### src/rtl/stx_pkg.sv
// Package for the S-expression token scanner.
// Holds token and mode types, the result record and the byte classes.
// No dependencies; every module of the block imports it, the two interfaces do not.
package stx_pkg;

  localparam int unsigned LEN_W      = 16;
  localparam int unsigned QUEUE_DEPTH = 4;
  localparam int unsigned QPTR_W     = $clog2(QUEUE_DEPTH);
  localparam int unsigned QCNT_W     = $clog2(QUEUE_DEPTH + 1);

  localparam logic [LEN_W-1:0] LEN_MAX        = '1;
  localparam logic [LEN_W-1:0] MAX_SYM_RESET  = 16'd32;

  localparam logic [7:0] CH_NUL   = 8'h00;
  localparam logic [7:0] CH_OPEN  = 8'h28;
  localparam logic [7:0] CH_CLOSE = 8'h29;

  typedef enum logic [2:0] {
    KIND_SYMBOL = 3'd0,
    KIND_OPEN   = 3'd1,
    KIND_CLOSE  = 3'd2,
    KIND_ERROR  = 3'd3,
    KIND_END    = 3'd4
  } kind_e;

  typedef enum logic [1:0] {
    MODE_BETWEEN = 2'd0,
    MODE_SYMBOL  = 2'd1,
    MODE_ERROR   = 2'd2
  } mode_e;

  typedef struct packed {
    kind_e            kind;
    logic [LEN_W-1:0] start;
    logic [LEN_W-1:0] len;
    logic             last;
  } token_t;

  typedef struct packed {
    logic [1:0] count;
    token_t     first;
    token_t     second;
  } scan_res_t;

  function automatic logic is_space(input logic [7:0] c);
    return (c == 8'h20) || (c >= 8'h09 && c <= 8'h0D);
  endfunction

  function automatic logic is_paren(input logic [7:0] c);
    return (c == CH_OPEN) || (c == CH_CLOSE);
  endfunction

  function automatic logic is_letter(input logic [7:0] c);
    return (c >= 8'h41 && c <= 8'h5A) || (c >= 8'h61 && c <= 8'h7A);
  endfunction

  function automatic logic is_digit(input logic [7:0] c);
    return c >= 8'h30 && c <= 8'h39;
  endfunction

  function automatic logic is_mark(input logic [7:0] c);
    return (c == 8'h3C) || (c == 8'h5F) || (c == 8'h2D) || (c == 8'h2F) ||
           (c == 8'h2A) || (c == 8'h3E) || (c == 8'h21) || (c == 8'h3F);
  endfunction

endpackage

### src/rtl/stx_byte_if.sv
// Valid/ready channel carrying one source byte per transfer.
// Depends on nothing.
interface stx_byte_if;
  logic       valid;
  logic       ready;
  logic [7:0] text_byte;

  modport source (output valid, output text_byte, input ready);
  modport sink   (input valid, input text_byte, output ready);
endinterface

### src/rtl/stx_token_if.sv
// Valid/ready channel carrying one token result per transfer.
// Depends on nothing.
interface stx_token_if;
  logic        valid;
  logic        ready;
  logic [2:0]  token_kind;
  logic [15:0] start_offset;
  logic [15:0] token_length;
  logic        last_of_run;

  modport source (output valid, output token_kind, output start_offset,
                  output token_length, output last_of_run, input ready);
  modport sink   (input valid, input token_kind, input start_offset,
                  input token_length, input last_of_run, output ready);
endinterface

### src/rtl/sexpr_token_scanner.sv
// S-expression token scanner: one source byte in, Lisp-style tokens out.
// Channels: text_in (sink, one text_byte per transfer) and token_out
// (source, kind/start/length/last per transfer); cfg_we_i/cfg_data_i write
// max_symbol_length, taken at any edge with cfg_we_i high.
// Each byte transfer updates the scan state in the same cycle and queues
// zero, one or two tokens; a queued token is registered in the result queue
// and offered on token_out when it reaches the queue head. A byte is taken
// every cycle while the four-entry result queue has room for two tokens;
// bytes that yield two tokens (a pending token ended by a paren or zero byte)
// need two reads from the queue, so the sustained rate is one byte per cycle
// when each byte yields at most one token and token_out is ready. A zero byte
// ends the text: it flushes the pending token, queues an end marker and
// restarts the offset at zero. Reset clears the scan state, the offset and
// the queue and loads 32 into max_symbol_length. When token_out stalls the
// queue fills and text_in ready drops; no token is lost.
// Depends on stx_pkg, stx_byte_if, stx_token_if, stx_scan_core and
// stx_result_queue.
module sexpr_token_scanner import stx_pkg::*; #(
  parameter int unsigned OFFSET_BITS = 16
) (
  input  logic               clk_i,
  input  logic               rst_ni,
  input  logic               cfg_we_i,
  input  logic [LEN_W-1:0]   cfg_data_i,
  stx_byte_if.sink           text_in,
  stx_token_if.source        token_out
);

  scan_res_t scan_res;
  token_t    head;
  logic      room;
  logic      take;

  assign text_in.ready = room;
  assign take          = text_in.valid && room;

  stx_scan_core #(
    .OFFSET_BITS (OFFSET_BITS)
  ) u_core (
    .clk_i       (clk_i),
    .rst_ni      (rst_ni),
    .cfg_we_i    (cfg_we_i),
    .cfg_data_i  (cfg_data_i),
    .take_i      (take),
    .text_byte_i (text_in.text_byte),
    .scan_res_o  (scan_res)
  );

  stx_result_queue u_queue (
    .clk_i   (clk_i),
    .rst_ni  (rst_ni),
    .push_i  (scan_res),
    .room_o  (room),
    .valid_o (token_out.valid),
    .pop_i   (token_out.ready),
    .head_o  (head)
  );

  assign token_out.token_kind   = head.kind;
  assign token_out.start_offset = head.start;
  assign token_out.token_length = head.len;
  assign token_out.last_of_run  = head.last;

endmodule

### src/rtl/stx_scan_core.sv
// Scanner state and per-byte token decision, up to two results per byte.
// Depends on stx_pkg.
module stx_scan_core import stx_pkg::*; #(
  parameter int unsigned OFFSET_BITS = 16
) (
  input  logic             clk_i,
  input  logic             rst_ni,
  input  logic             cfg_we_i,
  input  logic [LEN_W-1:0] cfg_data_i,
  input  logic             take_i,
  input  logic [7:0]       text_byte_i,
  output scan_res_t        scan_res_o
);

  logic [LEN_W-1:0]       max_len_q;
  mode_e                  mode_q, mode_d;
  logic [OFFSET_BITS-1:0] offset_q, offset_d;
  logic [LEN_W-1:0]       pstart_q, pstart_d;
  logic [LEN_W-1:0]       plen_q, plen_d;
  logic                   perr_q, perr_d;

  logic             sep;
  logic             flush;
  logic             emit2;
  token_t           flush_tok;
  token_t           emit_tok;
  logic [LEN_W-1:0] here;
  logic [LEN_W-1:0] grown;

  assign here  = LEN_W'(offset_q);
  assign grown = (plen_q == LEN_MAX) ? plen_q : plen_q + 1'b1;
  assign sep   = (text_byte_i == CH_NUL) || is_space(text_byte_i) ||
                 is_paren(text_byte_i);

  always_comb begin
    mode_d    = mode_q;
    pstart_d  = pstart_q;
    plen_d    = plen_q;
    perr_d    = perr_q;
    flush     = 1'b0;
    emit2     = 1'b0;
    flush_tok = '{kind: perr_q ? KIND_ERROR : KIND_SYMBOL, start: pstart_q,
                  len: plen_q, last: 1'b0};
    emit_tok  = '{kind: KIND_END, start: here, len: '0, last: 1'b1};

    if (mode_q != MODE_BETWEEN) begin
      if (sep) begin
        flush    = 1'b1;
        mode_d   = MODE_BETWEEN;
        pstart_d = '0;
        plen_d   = '0;
        perr_d   = 1'b0;
      end else if (mode_q == MODE_SYMBOL &&
                   (is_letter(text_byte_i) || is_digit(text_byte_i) ||
                    is_mark(text_byte_i))) begin
        plen_d = grown;
        if (grown > max_len_q) begin
          perr_d = 1'b1;
        end
      end else begin
        plen_d = grown;
        perr_d = 1'b1;
        mode_d = MODE_ERROR;
      end
    end

    if (mode_q == MODE_BETWEEN || sep) begin
      if (text_byte_i == CH_NUL) begin
        emit2 = 1'b1;
      end else if (is_paren(text_byte_i)) begin
        emit2         = 1'b1;
        emit_tok.kind = (text_byte_i == CH_OPEN) ? KIND_OPEN : KIND_CLOSE;
        emit_tok.len  = LEN_W'(1);
      end else if (!is_space(text_byte_i)) begin
        pstart_d = here;
        plen_d   = LEN_W'(1);
        if (is_letter(text_byte_i) || is_mark(text_byte_i)) begin
          mode_d = MODE_SYMBOL;
          perr_d = (max_len_q == '0);
        end else begin
          mode_d = MODE_ERROR;
          perr_d = 1'b1;
        end
      end
    end

    offset_d = (text_byte_i == CH_NUL) ? '0 : offset_q + 1'b1;

    scan_res_o.second = emit_tok;
    if (flush) begin
      flush_tok.last    = !emit2;
      scan_res_o.first  = flush_tok;
      scan_res_o.count  = emit2 ? 2'd2 : 2'd1;
    end else begin
      scan_res_o.first  = emit_tok;
      scan_res_o.count  = emit2 ? 2'd1 : 2'd0;
    end
    if (!take_i) begin
      scan_res_o.count = 2'd0;
    end
  end

  always_ff @(posedge clk_i or negedge rst_ni) begin
    if (!rst_ni) begin
      max_len_q <= MAX_SYM_RESET;
      mode_q    <= MODE_BETWEEN;
      offset_q  <= '0;
      pstart_q  <= '0;
      plen_q    <= '0;
      perr_q    <= 1'b0;
    end else begin
      if (cfg_we_i) begin
        max_len_q <= cfg_data_i;
      end
      if (take_i) begin
        mode_q   <= mode_d;
        offset_q <= offset_d;
        pstart_q <= pstart_d;
        plen_q   <= plen_d;
        perr_q   <= perr_d;
      end
    end
  end

  a_error_marked: assert property (@(posedge clk_i) disable iff (!rst_ni)
    mode_q == MODE_ERROR |-> perr_q)
    else $error("error mode without error mark");

  a_idle_empty: assert property (@(posedge clk_i) disable iff (!rst_ni)
    mode_q == MODE_BETWEEN |-> plen_q == '0)
    else $error("pending length left between tokens");

  a_two_flush: assert property (@(posedge clk_i) disable iff (!rst_ni)
    scan_res_o.count == 2'd2 |->
      (scan_res_o.first.kind == KIND_SYMBOL || scan_res_o.first.kind == KIND_ERROR)
      && !scan_res_o.first.last && scan_res_o.second.last)
    else $error("two results without a leading flush");

endmodule

### src/rtl/stx_result_queue.sv
// Small result queue: up to two writes and one read per cycle.
// Depends on stx_pkg.
module stx_result_queue import stx_pkg::*; (
  input  logic      clk_i,
  input  logic      rst_ni,
  input  scan_res_t push_i,
  output logic      room_o,
  output logic      valid_o,
  input  logic      pop_i,
  output token_t    head_o
);

  token_t              entry_q [QUEUE_DEPTH];
  logic [QPTR_W-1:0]   wr_q, rd_q;
  logic [QCNT_W-1:0]   cnt_q, cnt_d;
  logic                pop;

  assign valid_o = (cnt_q != '0);
  assign head_o  = entry_q[rd_q];
  assign room_o  = (cnt_q <= QCNT_W'(QUEUE_DEPTH - 2));
  assign pop     = pop_i && valid_o;
  assign cnt_d   = cnt_q + QCNT_W'(push_i.count) - QCNT_W'(pop);

  always_ff @(posedge clk_i) begin
    if (push_i.count != 2'd0) begin
      entry_q[wr_q] <= push_i.first;
    end
    if (push_i.count == 2'd2) begin
      entry_q[wr_q + 1'b1] <= push_i.second;
    end
  end

  always_ff @(posedge clk_i or negedge rst_ni) begin
    if (!rst_ni) begin
      wr_q  <= '0;
      rd_q  <= '0;
      cnt_q <= '0;
    end else begin
      wr_q  <= wr_q + QPTR_W'(push_i.count);
      rd_q  <= rd_q + QPTR_W'(pop);
      cnt_q <= cnt_d;
    end
  end

  a_no_overflow: assert property (@(posedge clk_i) disable iff (!rst_ni)
    push_i.count != 2'd0 |-> cnt_q <= QCNT_W'(QUEUE_DEPTH - 2))
    else $error("push into full queue");

  a_count_bound: assert property (@(posedge clk_i) disable iff (!rst_ni)
    cnt_q <= QCNT_W'(QUEUE_DEPTH))
    else $error("queue count out of range");

  a_ptr_track: assert property (@(posedge clk_i) disable iff (!rst_ni)
    QPTR_W'(wr_q - rd_q) == QPTR_W'(cnt_q))
    else $error("queue pointers disagree with count");

endmodule

### src/flat_wrapper.sv
// flat-port wrapper written by rule: the top's interface ports become plain ports
module sexpr_token_scanner_flat import stx_pkg::*;
#(
  parameter int unsigned OFFSET_BITS = 16
)
  (clk_i, rst_ni, cfg_we_i, cfg_data_i, text_in_valid, text_in_text_byte, text_in_ready, token_out_valid, token_out_token_kind, token_out_start_offset, token_out_token_length, token_out_last_of_run, token_out_ready);
  stx_byte_if text_in_i ();
  stx_token_if token_out_i ();
  input  logic clk_i;
  input  logic rst_ni;
  input  logic cfg_we_i;
  input  logic [LEN_W-1:0] cfg_data_i;
  input wire logic [$bits(text_in_i.valid)-1:0] text_in_valid;
  input wire logic [$bits(text_in_i.text_byte)-1:0] text_in_text_byte;
  output wire logic [$bits(text_in_i.ready)-1:0] text_in_ready;
  output wire logic [$bits(token_out_i.valid)-1:0] token_out_valid;
  output wire logic [$bits(token_out_i.token_kind)-1:0] token_out_token_kind;
  output wire logic [$bits(token_out_i.start_offset)-1:0] token_out_start_offset;
  output wire logic [$bits(token_out_i.token_length)-1:0] token_out_token_length;
  output wire logic [$bits(token_out_i.last_of_run)-1:0] token_out_last_of_run;
  input wire logic [$bits(token_out_i.ready)-1:0] token_out_ready;
  assign text_in_i.valid = text_in_valid;
  assign text_in_i.text_byte = text_in_text_byte;
  assign text_in_ready = text_in_i.ready;
  assign token_out_valid = token_out_i.valid;
  assign token_out_token_kind = token_out_i.token_kind;
  assign token_out_start_offset = token_out_i.start_offset;
  assign token_out_token_length = token_out_i.token_length;
  assign token_out_last_of_run = token_out_i.last_of_run;
  assign token_out_i.ready = token_out_ready;
  sexpr_token_scanner #(.OFFSET_BITS(OFFSET_BITS)) u_core (.clk_i(clk_i), .rst_ni(rst_ni), .cfg_we_i(cfg_we_i), .cfg_data_i(cfg_data_i), .text_in(text_in_i), .token_out(token_out_i));
endmodule
### config.mk
export PLATFORM = sky130hd
export DESIGN_NAME = sexpr_token_scanner_flat
export DESIGN_NICKNAME = d
export VERILOG_FILES = /design/src/rtl/stx_pkg.sv /design/src/rtl/stx_byte_if.sv /design/src/rtl/stx_token_if.sv /design/src/rtl/sexpr_token_scanner.sv /design/src/rtl/stx_scan_core.sv /design/src/rtl/stx_result_queue.sv /design/src/flat_wrapper.sv
export SDC_FILE = /design/constraint.sdc
export NUM_CORES = 1
export LEC_CHECK = 0
export BUFFER_PORTS_ARGS = -buffer_cell sky130_fd_sc_hd__buf_2
export CORE_ASPECT_RATIO = 1.75
export CORE_MARGIN = 4
export CORE_UTILIZATION = 45
export CTS_CLUSTER_SIZE = 24
export DETAILED_ROUTE_END_ITERATION = 12
export GPL_ROUTABILITY_DRIVEN = 0
export SETUP_SLACK_MARGIN = 0.02
export SLEW_MARGIN = 0
export SYNTH_ARGS = -nofsm -noshare
export SYNTH_HDL_FRONTEND = slang
export SYNTH_SLANG_ARGS = --single-unit
### constraint.sdc
create_clock -name clk_i -period 4.3 [get_ports clk_i]
set_clock_uncertainty 0.1 [all_clocks]
set_input_delay 0.43 -clock clk_i [delete_from_list [all_inputs] [get_ports clk_i]]
set_output_delay 0.43 -clock clk_i [all_outputs]
set_load 0.05 [all_outputs]
## Word-level counts from Yosys, hierarchy flattened

Memories as Yosys holds them, arrays and structs flattened.
Index checks and enable logic that the tools add are counted.

| word-level totals | value |
|---|---|
| register bits | 74 |
| memory bits (writable) | 144 |
| bits of input ports | 29 |
| memories | 1 |

Memories:

| name | words | width | rd ports | clocked after Yosys merged registers in | write ports | line | text |
|---|---|---|---|---|---|---|---|
| u_core.u_queue.entry_q | 4 | 36 | 1 | 0 | 2 | stx_result_queue.sv:13 | `token_t entry_q [QUEUE_DEPTH];` |

| operators by class | value |
|---|---|
| add/sub/neg operators | 7 |
| order comparisons | 10 |
| equality and inequality tests | 14 |
| multiplexer cells | 52 |
| reductions and logical operators | 30 |

Operators by type and width:

| operator | count |
|---|---|
| $mux W16 | 14 |
| $eq A8 B6 Y1 const B | 10 |
| $mux W38 | 1 |
| $add A16 B1 Y16 const B | 2 |
| $mux W2 | 12 |
| $mux W1 | 22 |
| $eq A16 B16 Y1 const B | 1 |
| $ge A8 B7 Y1 const B | 2 |
| $gt A16 B16 Y1 | 1 |
| $le A8 B7 Y1 const B | 2 |
| $logic_not A16 Y1 | 1 |
| $logic_or A1 B1 Y1 | 16 |
| $mux W3 | 3 |
| $eq A8 B7 Y1 const B | 1 |
| $ge A8 B4 Y1 const B | 1 |
| $ge A8 B6 Y1 const B | 1 |
| $le A8 B4 Y1 const B | 1 |
| $le A8 B6 Y1 const B | 1 |
| $logic_not A8 Y1 | 1 |
| $logic_and A1 B1 Y1 | 7 |
| $reduce_bool A2 Y1 | 2 |
| $add A3 B2 Y3 | 1 |
| $le A3 B2 Y1 const B | 1 |
| $reduce_bool A3 Y1 | 1 |
| 8 further kinds | 8 |

## Depth between registers and ports, before layout

| logic depth | value |
|---|---|
| depth after elaboration | 17 |
| gate-level depth with buffers | 15 |
| mapped depth without buffers | 13 |

## Cells and area by module

A second synthesis with hierarchy kept.

| unflattened totals | value |
|---|---|
| cell total of the unflattened synthesis | 934 |
| area total of the unflattened synthesis | 12,060.3 µm² |

By module, submodules not included:

| module | times used | cells an instance | area an instance (µm²) |
|---|---|---|---|
| stx_result_queue | 1 | 390 | 7,359.6 |
| stx_scan_core | 1 | 543 | 4,694.5 |
| sexpr_token_scanner | 1 | 1 | 6.3 |

## Least setup slack after synthesis

No wires, ideal clock.

| timing path | value |
|---|---|
| path kind | input-to-reg |
| from | input text_in_text_byte[3] |
| to | memory u_core.u_queue.entry_q[3][17] (netlist name) (enable) |
| arrival time | 3,252 ps |
| path slack | 572 ps |
| cell stages on the path | 13 |
| buffers on the path | 4 |
| cells stage by stage | buf_2 or4_1 or3_1 clkbuf_1 nand2_1 ha_1 buf_2 nor2_1 nor2_1 nand2_1 or2_2 clkbuf_1 inv_1 |

RTL lines:

| item | line | text |
|---|---|---|
| from (decl) | flat_wrapper.sv:14 | `input wire logic [$bits(text_in_i.text_byte)-1:0] text_in_text_byte;` |
| to (decl) | stx_result_queue.sv:13 |  |

## Worst setup path in the final report

| timing path | value |
|---|---|
| from | register u_core.u_core.plen_q[0] |
| to | register u_core.u_core.perr_q |

| on the way | value |
|---|---|
| word-level cells in the longest chain between the ends | 11 |

RTL lines:

| item | line | text |
|---|---|---|
| from (decl) | stx_scan_core.sv:19 | `logic [LEN_W-1:0] plen_q, plen_d;` |
| from (signal assigned) | stx_scan_core.sv:119 | `plen_q <= plen_d;` |
| $add A16 B1 Y16 or $eq A16 B16 Y1 (tied branches) | stx_scan_core.sv:31 | `assign grown = (plen_q == LEN_MAX) ? plen_q : plen_q + 1'b1;` |
| $mux W16 * | stx_scan_core.sv:31 |  |
| $gt A16 B16 Y1 * | stx_scan_core.sv:57 | `if (grown > max_len_q) begin` |
| $mux W1 * | stx_scan_core.sv:57 |  |
| $mux W1 * | stx_scan_core.sv:53 | `end else if (mode_q == MODE_SYMBOL &&` |
| $mux W1 * | stx_scan_core.sv:47 | `if (sep) begin` |
| $mux W1 * | stx_scan_core.sv:46 | `if (mode_q != MODE_BETWEEN) begin` |
| $mux W1 | stx_scan_core.sv:74 | `end else if (!is_space(text_byte_i)) begin` |
| $mux W1 | stx_scan_core.sv:70 | `end else if (is_paren(text_byte_i)) begin` |
| $mux W1 | stx_scan_core.sv:68 | `if (text_byte_i == CH_NUL) begin` |
| $mux W1 * | stx_scan_core.sv:67 | `if (mode_q == MODE_BETWEEN \|\| sep) begin` |
| to (signal assigned) | stx_scan_core.sv:120 | `perr_q <= perr_d;` |
| to (decl) | stx_scan_core.sv:20 | `logic perr_q, perr_d;` |

Mark *: on every way between the ends. The rest lies on a longest branch, timed or not.
A chain may end at the register's enable or synchronous reset.

==> metrics.md <==
| Metric | Value |
|---|---|
| Status | finished, final reports clean |
| Post-DP Area | approximately 0.011 mm2 |
| Final Hold Viols | 0 |
| Min-Delay Path Class | in2async |
| Commonest non-fill, non-tap cell in the layout | a22o_1 |
| I/O pin total | 67 |
| First-pass GRT wire length | 44000 um |
| Vias | around 7700 |
| Clock period minus worst slack | approximately 3.8 ns |
| Final Core Density | 0.510 |
| Via density | about 6 |
| GRT overflow | 0 |
| Die footprint | 0.0268 mm2 |
| Pleak | approximately 4.7 nW |
| Clk sinks | ~220 |
| Worst reg2reg path depth | 12 |
| Max Slew Vio Count | 0 |
| CTS buffer count | 21 |
| Sequential fraction of the synthesis area | 0.510 |
| Ys flop type | edfxtp_1 |
| Peak supply drop | around 310 uV |
| Clock Path Buffers | 3 |
| Die X | between 100 and 150 um |
| Filler cells | 2147 |
| Number of synthesized register bits | about 220 |
| Tcrit/Tclk final | 0.890 |
| Setup violators final | 0 |
| Setup total negative slack | 0 ns |
| Pwr dens | between 500 and 600 mW/mm2 |
| Syn Nets | between 900 and 1000 |
| Fmax | 261 MHz |
| CTS H-tree depth | 1 |
| Critical Path End Type | flip-flop |
| Multi-input logic area | roughly 0.0047 mm2 |
| I/O Buffers | 66 |
| WL per Instance | between 20 and 25 um |
| Initial antenna violation count | 0 |
| Drt first-iter violations | between 400 and 500 |
| Drt first pass iters | 5 |
| Syn. warnings | 0 |
| EDFF count, synth | 80 |
| Cell variety after synth | 75 |
| Dpl hpwl | 18900 um |
| Hold-fix buffers, CTS | 0 |
| Final instance area | ~0.012 mm2 |
| Mapped cell area | around 0.011 mm2 |
| CTS tree | done |
| All-layer global routing usage | 0.208 |
| Synth top area share | 0.221 |
| Die Ht | roughly 210 um |
| R2R Path Start | u_core.u_core.plen_q[0] |
| Area leader, netlist | edfxtp_1 |
| Synth Instances | slightly above 900 |
| Layout Nets | approximately 1000 |
| Tightest Pin Transition | 1.16 ns |
| Unrepaired setup endpoints after global routing | false |
| RR Endpoint | u_core.u_core.perr_q |
| Setup ws final | 0.475 ns |
| WP data arrival | between 4 and 5 ns |
| Sequential cell area | around 0.0055 mm2 |
| Post_cts resized | 0 |
| Num rows | between 70 and 80 |
| Worst path required time | 4.57 ns |
| Synthesized area per cell | between 10 and 15 um2 |
| Rel. slew slack | 0.226 |
| Initial Util | 0.456 |
| Skew-Pair Late Insertion Delay | around 0.5 ns |
| Post-Route WL | between 20000 and 30000 um |
| N_diodes | 0 |
| CORE AREA | approximately 0.024 mm2 |
| Final Total Pwr | around 6.5 mW |
| Layout cell share with drive strength beyond 1 | 0.203 |
| Vias in the first global route | roughly 8000 |
| Max_cap viols | 0 |
| Root Driver | clkbuf_16 |
| Setup crit start kind | flip-flop |
| Pin count of the biggest net entering global routing | 75 |
| Clock-pin transition on the worst setup and hold timing paths | about 0.070 ns |
| DRC | 0 |
| Setup slack, reg-to-reg | around 0.47 ns |
| Dpl ws | about 0.49 ns |
| ANT nets after route | 0 |
| Asr flop ratio synth | 0.339 |
| Synth top area cells | edfxtp_1 (22%), dfrtp_1 (17%), dfxtp_1 (12%) |
| CP Class | reg2reg |
| Layout Area Growth over Synthesis | 11.8% |
| # Post-CTS Setup Buffers | 0 |
| Crit Path Max Fanout | 10 |
| Most frequent cells in the layout | a22o_1 (128), nand2_1 (88), edfxtp_1 (80), dfrtp_1 (72), buf_2 (65) |
## how the worst max path moves through the flow
stage | from | endpoint | slack, ns | cells past startpoint
after global placement | u_core.u_core.plen_q[0] | u_core.u_core.perr_q | 0.46 | 12
final | u_core.u_core.plen_q[0] | u_core.u_core.perr_q | 0.47 | 12
after CTS | u_core.u_core.plen_q[0] | u_core.u_core.perr_q | 0.50 | 12
after detailed placement | text_in_text_byte[3] | u_core.u_queue.entry_q[3][1] | 0.49 | 9
after floorplan | text_in_text_byte[3] | u_core.u_queue.entry_q[3][17] | 0.57 | 13
after global routing | u_core.u_core.plen_q[0] | u_core.u_core.perr_q | 0.15 | 12
## power breakdown
part	switching, mW	internal, mW
Combinational	1.08	0.609
Sequential	0.339	2.27
Clock	0.793	1.38
## cells by family after synthesis
| group | share of synthesized area |
|---|---|
| flops | 0.510 |
| mux | 0.0856 |
| buf+inv | 0.0565 |
| fa+ha+maj | 0.0304 |
| simple gates | 0.106 |
| compound gates | 0.194 |
| xor+xnor | 0.0186 |
## stage by stage
stage,hold WS [ns],instances
after floorplan,0.0344,932
after global placement,0.341,1247
after detailed placement,0.350,1247
after CTS,0.0323,1285
after global routing,0.0439,1285
final,0.0264,1285
## cell usage after synthesis, drive strengths merged (4+ instances only)
| cell type | n |
|---|---|
| o31ai | 5 |
| xor2 | 11 |
| or2 | 5 |
| a22oi | 18 |
| nand2 | 88 |
| dfrtp | 73 |
| nor2 | 41 |
| or3 | 8 |
| nand4 | 9 |
| inv | 30 |
| a21o | 5 |
| a21oi | 22 |
| nor3 | 21 |
| a31oi | 5 |
| o21ai | 64 |
| edfxtp | 80 |
| buf | 46 |
| nand3 | 17 |
| xnor2 | 12 |
| dfxtp | 64 |
| and2 | 4 |
| mux2i | 7 |
| nor4 | 10 |
| a22o | 128 |
| a32o | 7 |
| ha | 24 |
| mux2 | 4 |
| nor2b | 5 |
| mux4 | 36 |
| clkbuf | 43 |
## state kept, by name, indices dropped and copies added, names as in the netlist
register,count
u_core.u_core.max_len_q,16
u_core.u_queue.entry_q,144
u_core.u_core.mode_q,2
u_core.u_queue.rd_q,2
u_core.u_core.perr_q,1
u_core.u_core.pstart_q,16
u_core.u_core.here,16
u_core.u_queue.cnt_q,3
u_core.u_queue.wr_q,2
u_core.u_core.plen_q,16
## metal layers
| layer | track usage | up-vias | share of wire |
|---|---|---|---|
| met2 | 0.418 | 200 | 0.57 |
| met4 | 0.0906 | 0 | 0.037 |
| met1 | 0.215 | 3832 | 0.35 |
| met3 | 0.0189 | 63 | 0.040 |
| li1 | - | 3584 | - |
| met5 | 0 | - | 0 |
## area by class of cell
type	count	area share
clock buffers	23	0.0439
clock inverters	15	0.0230
inverters	30	0.00968
multi-input cells	595	0.388
flip-flops and latches	218	0.456
well taps	308	0.0317
repair buffers	96	0.0480
## critical path, cell delays in order, from the launching register on
cell	delay, ns
dfrtp_1	0.58
ha_1	0.30
nand3_1	0.20
nor2_1	0.40
and4_1	0.28
a31oi_1	0.12
mux2i_1	0.18
ha_1	0.28
a2111oi_0	0.39
o21ai_0	0.15
a2111o_1	0.36
a221oi_1	0.30
a21oi_1	0.07
Note: power is estimated with default switching activity, not from simulation.
